==> src/design/tkv_pkg.sv <==
package tkv_pkg;

  localparam int unsigned KEY_COUNT    = 1024;
  localparam int unsigned THREAD_SLOTS = 160;

  localparam int unsigned FUNC_W   = 2;
  localparam int unsigned TID_W    = 22;
  localparam int unsigned KEY_IN_W = 16;
  localparam int unsigned VALUE_W  = 64;
  localparam int unsigned STATUS_W = 2;
  localparam int unsigned NEWKEY_W = 10;

  typedef enum logic [FUNC_W-1:0] {
    FN_CREATE = 2'd0,
    FN_DELETE = 2'd1,
    FN_GET    = 2'd2,
    FN_SET    = 2'd3
  } tkv_func_e;

  typedef enum logic [STATUS_W-1:0] {
    ST_OK        = 2'd0,
    ST_BAD_KEY   = 2'd1,
    ST_EXHAUSTED = 2'd2
  } tkv_status_e;

  // Flags that travel with a lookup from one slot cell to the next.
  typedef struct packed {
    logic valid;
    logic hit;
    logic free;
  } tkv_scan_t;

endpackage

==> src/design/tkv_cell.sv <==
module tkv_cell #(
  parameter int unsigned SLOT_W = $clog2(tkv_pkg::THREAD_SLOTS),
  parameter int unsigned IDX    = 0
) (
  input  logic                     clk_i,
  input  logic                     rst_ni,
  input  tkv_pkg::tkv_scan_t       scan_i,
  input  logic [tkv_pkg::TID_W-1:0] tid_i,
  input  logic [SLOT_W-1:0]        hit_idx_i,
  input  logic [SLOT_W-1:0]        free_idx_i,
  output tkv_pkg::tkv_scan_t       scan_o,
  output logic [tkv_pkg::TID_W-1:0] tid_o,
  output logic [SLOT_W-1:0]        hit_idx_o,
  output logic [SLOT_W-1:0]        free_idx_o,
  input  logic                     claim_en_i,
  input  logic [SLOT_W-1:0]        claim_idx_i,
  input  logic [tkv_pkg::TID_W-1:0] claim_tid_i
);

  logic [tkv_pkg::TID_W-1:0] id_q, id_d;
  tkv_pkg::tkv_scan_t        scan_q, scan_d;
  logic [tkv_pkg::TID_W-1:0] tid_q;
  logic [SLOT_W-1:0]         hit_idx_q, hit_idx_d;
  logic [SLOT_W-1:0]         free_idx_q, free_idx_d;
  logic                      match, empty;

  assign match = (id_q == tid_i);
  assign empty = (id_q == '0);

  // The earliest matching slot and the earliest free slot win.
  always_comb begin
    scan_d.valid = scan_i.valid;
    scan_d.hit   = scan_i.hit | match;
    scan_d.free  = scan_i.free | empty;
    hit_idx_d    = scan_i.hit ? hit_idx_i : SLOT_W'(IDX);
    free_idx_d   = scan_i.free ? free_idx_i : SLOT_W'(IDX);
    id_d         = id_q;
    if (claim_en_i && (claim_idx_i == SLOT_W'(IDX))) begin
      id_d = claim_tid_i;
    end
  end

  always_ff @(posedge clk_i or negedge rst_ni) begin
    if (!rst_ni) begin
      id_q   <= '0;
      scan_q <= '0;
    end else begin
      id_q   <= id_d;
      scan_q <= scan_d;
    end
  end

  always_ff @(posedge clk_i) begin
    tid_q      <= tid_i;
    hit_idx_q  <= hit_idx_d;
    free_idx_q <= free_idx_d;
  end

  assign scan_o     = scan_q;
  assign tid_o      = tid_q;
  assign hit_idx_o  = hit_idx_q;
  assign free_idx_o = free_idx_q;

endmodule

==> config.mk <==
export PLATFORM = sky130hd
export DESIGN_NAME = tkv_cell
export DESIGN_NICKNAME = d
export VERILOG_FILES = /design/src/design/tkv_pkg.sv /design/src/design/tkv_cell.sv
export SDC_FILE = /design/constraint.sdc
export NUM_CORES = 1
export LEC_CHECK = 0
export ABC_AREA = 1
export BUFFER_PORTS_ARGS = -buffer_cell sky130_fd_sc_hd__buf_2
export CAP_MARGIN = 20
export CORE_UTILIZATION = 49
export DETAILED_ROUTE_END_ITERATION = 16
export GPL_ROUTABILITY_DRIVEN = 1
export PLACE_DENSITY = 0.84
export SYNTH_ARGS = -nofsm -noshare
export SYNTH_HDL_FRONTEND = slang
export SYNTH_SLANG_ARGS = --single-unit
==> constraint.sdc <==
create_clock -name clk_i -period 1.55 [get_ports clk_i]
set_clock_uncertainty 0.1 [all_clocks]
set_input_delay 0 -clock clk_i [delete_from_list [all_inputs] [get_ports clk_i]]
set_output_delay 0 -clock clk_i [all_outputs]
set_load 0.02 [all_outputs]
==> results.toml <==
[status]
status = "finished clean"

[synthesis]
synth_xor_area_frac = 0.0110
seq_area_frac_synth = 0.579
netlist.area_leader.share = 0.318
yosys.area_share.adder = 0
syn_area_per_cell_um2 = 8.43
synth-seq-cells = 63
yosysUniqueCellTypes = 15
synth_fp_nets = 358
synth-compound-area-share = 0.0773
synth.cell_area_um2 = 2390
yosys.area_share.simple = 0.218
synth_largest_area_cell = "dfxtp_1"
synth_top_family_by_area = "simple AND/OR/NAND/NOR gates"
synth_mux_area_frac = 0
synth.area.top_cells = "dfxtp_1, dfrtp_1, nand2_1"
syn_inst = 284
ys_warn_count = 0

[route]
viasPerCell = 4.71
dr.pass1.iters = 4
vias = 2622
wl_um = 7930
drt.antenna.violating_nets = 0
route.detailed.drc = 0
avgRoutedWirePerCell_um = 14.2
drt-initial-drc-count = 212

[power_and_ir_drop]
pwr-share-comb = 0.170
p_sw_uw = 1050
power.share.clock = 0.358
peakVddDrop_mv = 0.619
leakage_uw = 0.00217
powerDensity_nw_per_um2 = 941
p_sw_frac = 0.278
p_int_uw = 2720
seqPwrFrac = 0.472

[setup_path]
crit_slowest_cell = "dlygate4sd3_1"
cp_max_fo = 9
crit_type = "in -> reg"
crit_top_cell = "dlygate4sd3_1"
path_buf_inv = 4
start_kind = "input port"
critPathTopFamily = "buffers and inverters"
cp_cell_sequence = "dlygate4sd3_1 > buf_2 > nand2_1 > dlygate4sd3_1 > inv_1"
crit_path_end_kind = "flop"
cp_slowest_stage_delay_ps = 610
crit_arrival_ps = 1530
worstPathRequired_ps = 1680

[timing]
final_max_slew_viol_count = 0
rsz0062_at_grt = "false"
tightest_slew_ps = 580
finalCriticalPeriod_ps = 1390
slew_headroom = 0.613
clock.fmax_mhz = 718
setup_viol = 0
hold_viol = 0
fin_tns_setup_ps = 0
post-route-period-util = 0.898
holdWs_ps = 26.6

[final_layout]
final_common_cell = "buf_2"
final_area_um2 = 4000
final_cell_mix = "buf_2, nand2_1, dlygate4sd3_1"
layout.cells.non_filler = 557
area_delta_synth_final_pct = 67.2
n_fill_cell = 257
drive_gt1_frac = 0.309
fin_nets = 558
post-route-util = 0.848

[clock_tree]
clock-root-buffer = "clkbuf_8"
cts_setup_buffers = 0
cts_buffer_depth = 2
path_clk_slew_ps = 80
htreeDepth = 3
cts_tree = "yes"
clock-sinks = 63
post_cts_resized = 0
clock_latency_ps = 350
cts_buffers = 9
ctsHoldBuffers = 80

[floorplanning]
io_pins = 115
die_h_um = 71.9
die_x_um = 71.9
core-area_um2 = 4720
start_util = 0.507
rows = 25
die_area_um2 = 5170

[grt]
antenna_found_initial = 0
grt_usage = 0.326
overflow = 0
grtUsageMet1 = 0.299
grt_util_met3 = 0.0944
grt_max_degree = 45
grt.busiest_layer = "met2"
grt.met2_usage = 0.611
grt_pass1_wl_um = 12300
grt_pass1_vias = 2780

[place]
portBuffers = 114
dp_cells = 460
dp_hpwl_um = 3760
routabilityCongestion = 0.754
dpl-instance-area_um2 = 3020

[job]
maxCapViolCount = 0

[worst_hold_path]
worstHoldPathType = "in -> reg"
==> metal layers <==
layer  part of all wire  vias up
met5                  0        -
met3              0.057       56
li1                   -     1236
met1               0.34     1191
met2               0.53      139
met4              0.073        0
==> final timing paths <==
check	start	endpoint	slack (ps)	depth (start not counted)
min	claim_idx_i[2]	id_q[9]$_DFFE_PN0P_	30	4
min in group asynchronous	rst_ni	id_q[9]$_DFFE_PN0P_	80	2
min reg2reg	id_q[4]$_DFFE_PN0P_	id_q[4]$_DFFE_PN0P_	460	2
max in group asynchronous	rst_ni	id_q[6]$_DFFE_PN0P_	860	2
max reg2reg	id_q[14]$_DFFE_PN0P_	scan_o[1]$_DFF_PN0_	210	8
max	scan_i[1]	hit_idx_o[4]$_SDFF_PN0_	160	5
==> metrics by stage <==
| stage | power (uW) | setup slack, ps |
|---|---|---|
| 5_1_grt | 3900 | 106 |
| 2_1_floorplan | 2050 | 561 |
| 3_3_place_gp | 2240 | 404 |
| 4_1_cts | 3710 | 347 |
| 3_5_place_dp | 2260 | 384 |
| 6_report | 3770 | 158 |
==> state kept, by name, summed over array words and instances (netlist names) <==
register	count
tid_o	22
scan_o	3
hit_idx_o	8
free_idx_o	8
id_q	22
==> cells by family after synthesis <==
kind of cell | Yosys count
buffers and inverters | 65
AO/OA/AOI/OAI | 22
flip-flops | 63
AND/OR/NAND/NOR | 131
XOR/XNOR | 3
==> layout make-up <==
type	instances	area (um^2)	area share
timing repair buffer	195	1390	0.347
antenna	1	2.50	0.000625
clock inverter	5	31.3	0.00781
inverter	59	221	0.0553
tap	67	83.8	0.0209
multi-input combinational	156	734	0.183
clock buffer	11	153	0.0381
sequential	63	1390	0.346
==> Yosys cell counts <==
library cell / instances
dfxtp_1: 38
nor2_1: 17
nor3_4: 1
nand4_1: 5
buf_6: 4
nor3_1: 2
dfrtp_1: 25
nand3_1: 3
nand2_1: 103
inv_1: 59
xor2_1: 1
o21ai_0: 2
clkbuf_1: 2
xnor2_1: 2
o21ai_2: 20
==> power by group through the flow <==
stage	Combinational, uW	Clock (uW)	Sequential (uW)
final	640	1350	1780
after global routing	693	1420	1780
after CTS	611	1330	1770
after detailed placement	451	0	1800
after global placement	438	0	1800
after floorplan	175	0	1870
==> worst register-to-register path: stages (launching register included) <==
cell	delay [ps]
dfrtp_1	370
inv_1	110
nand2_1	90
nand2_1	90
nor2_1	200
nand2_1	70
nor2_1	110
nand3_1	80
nand2_1	70
Note: power is estimated with default switching activity, not from simulation.
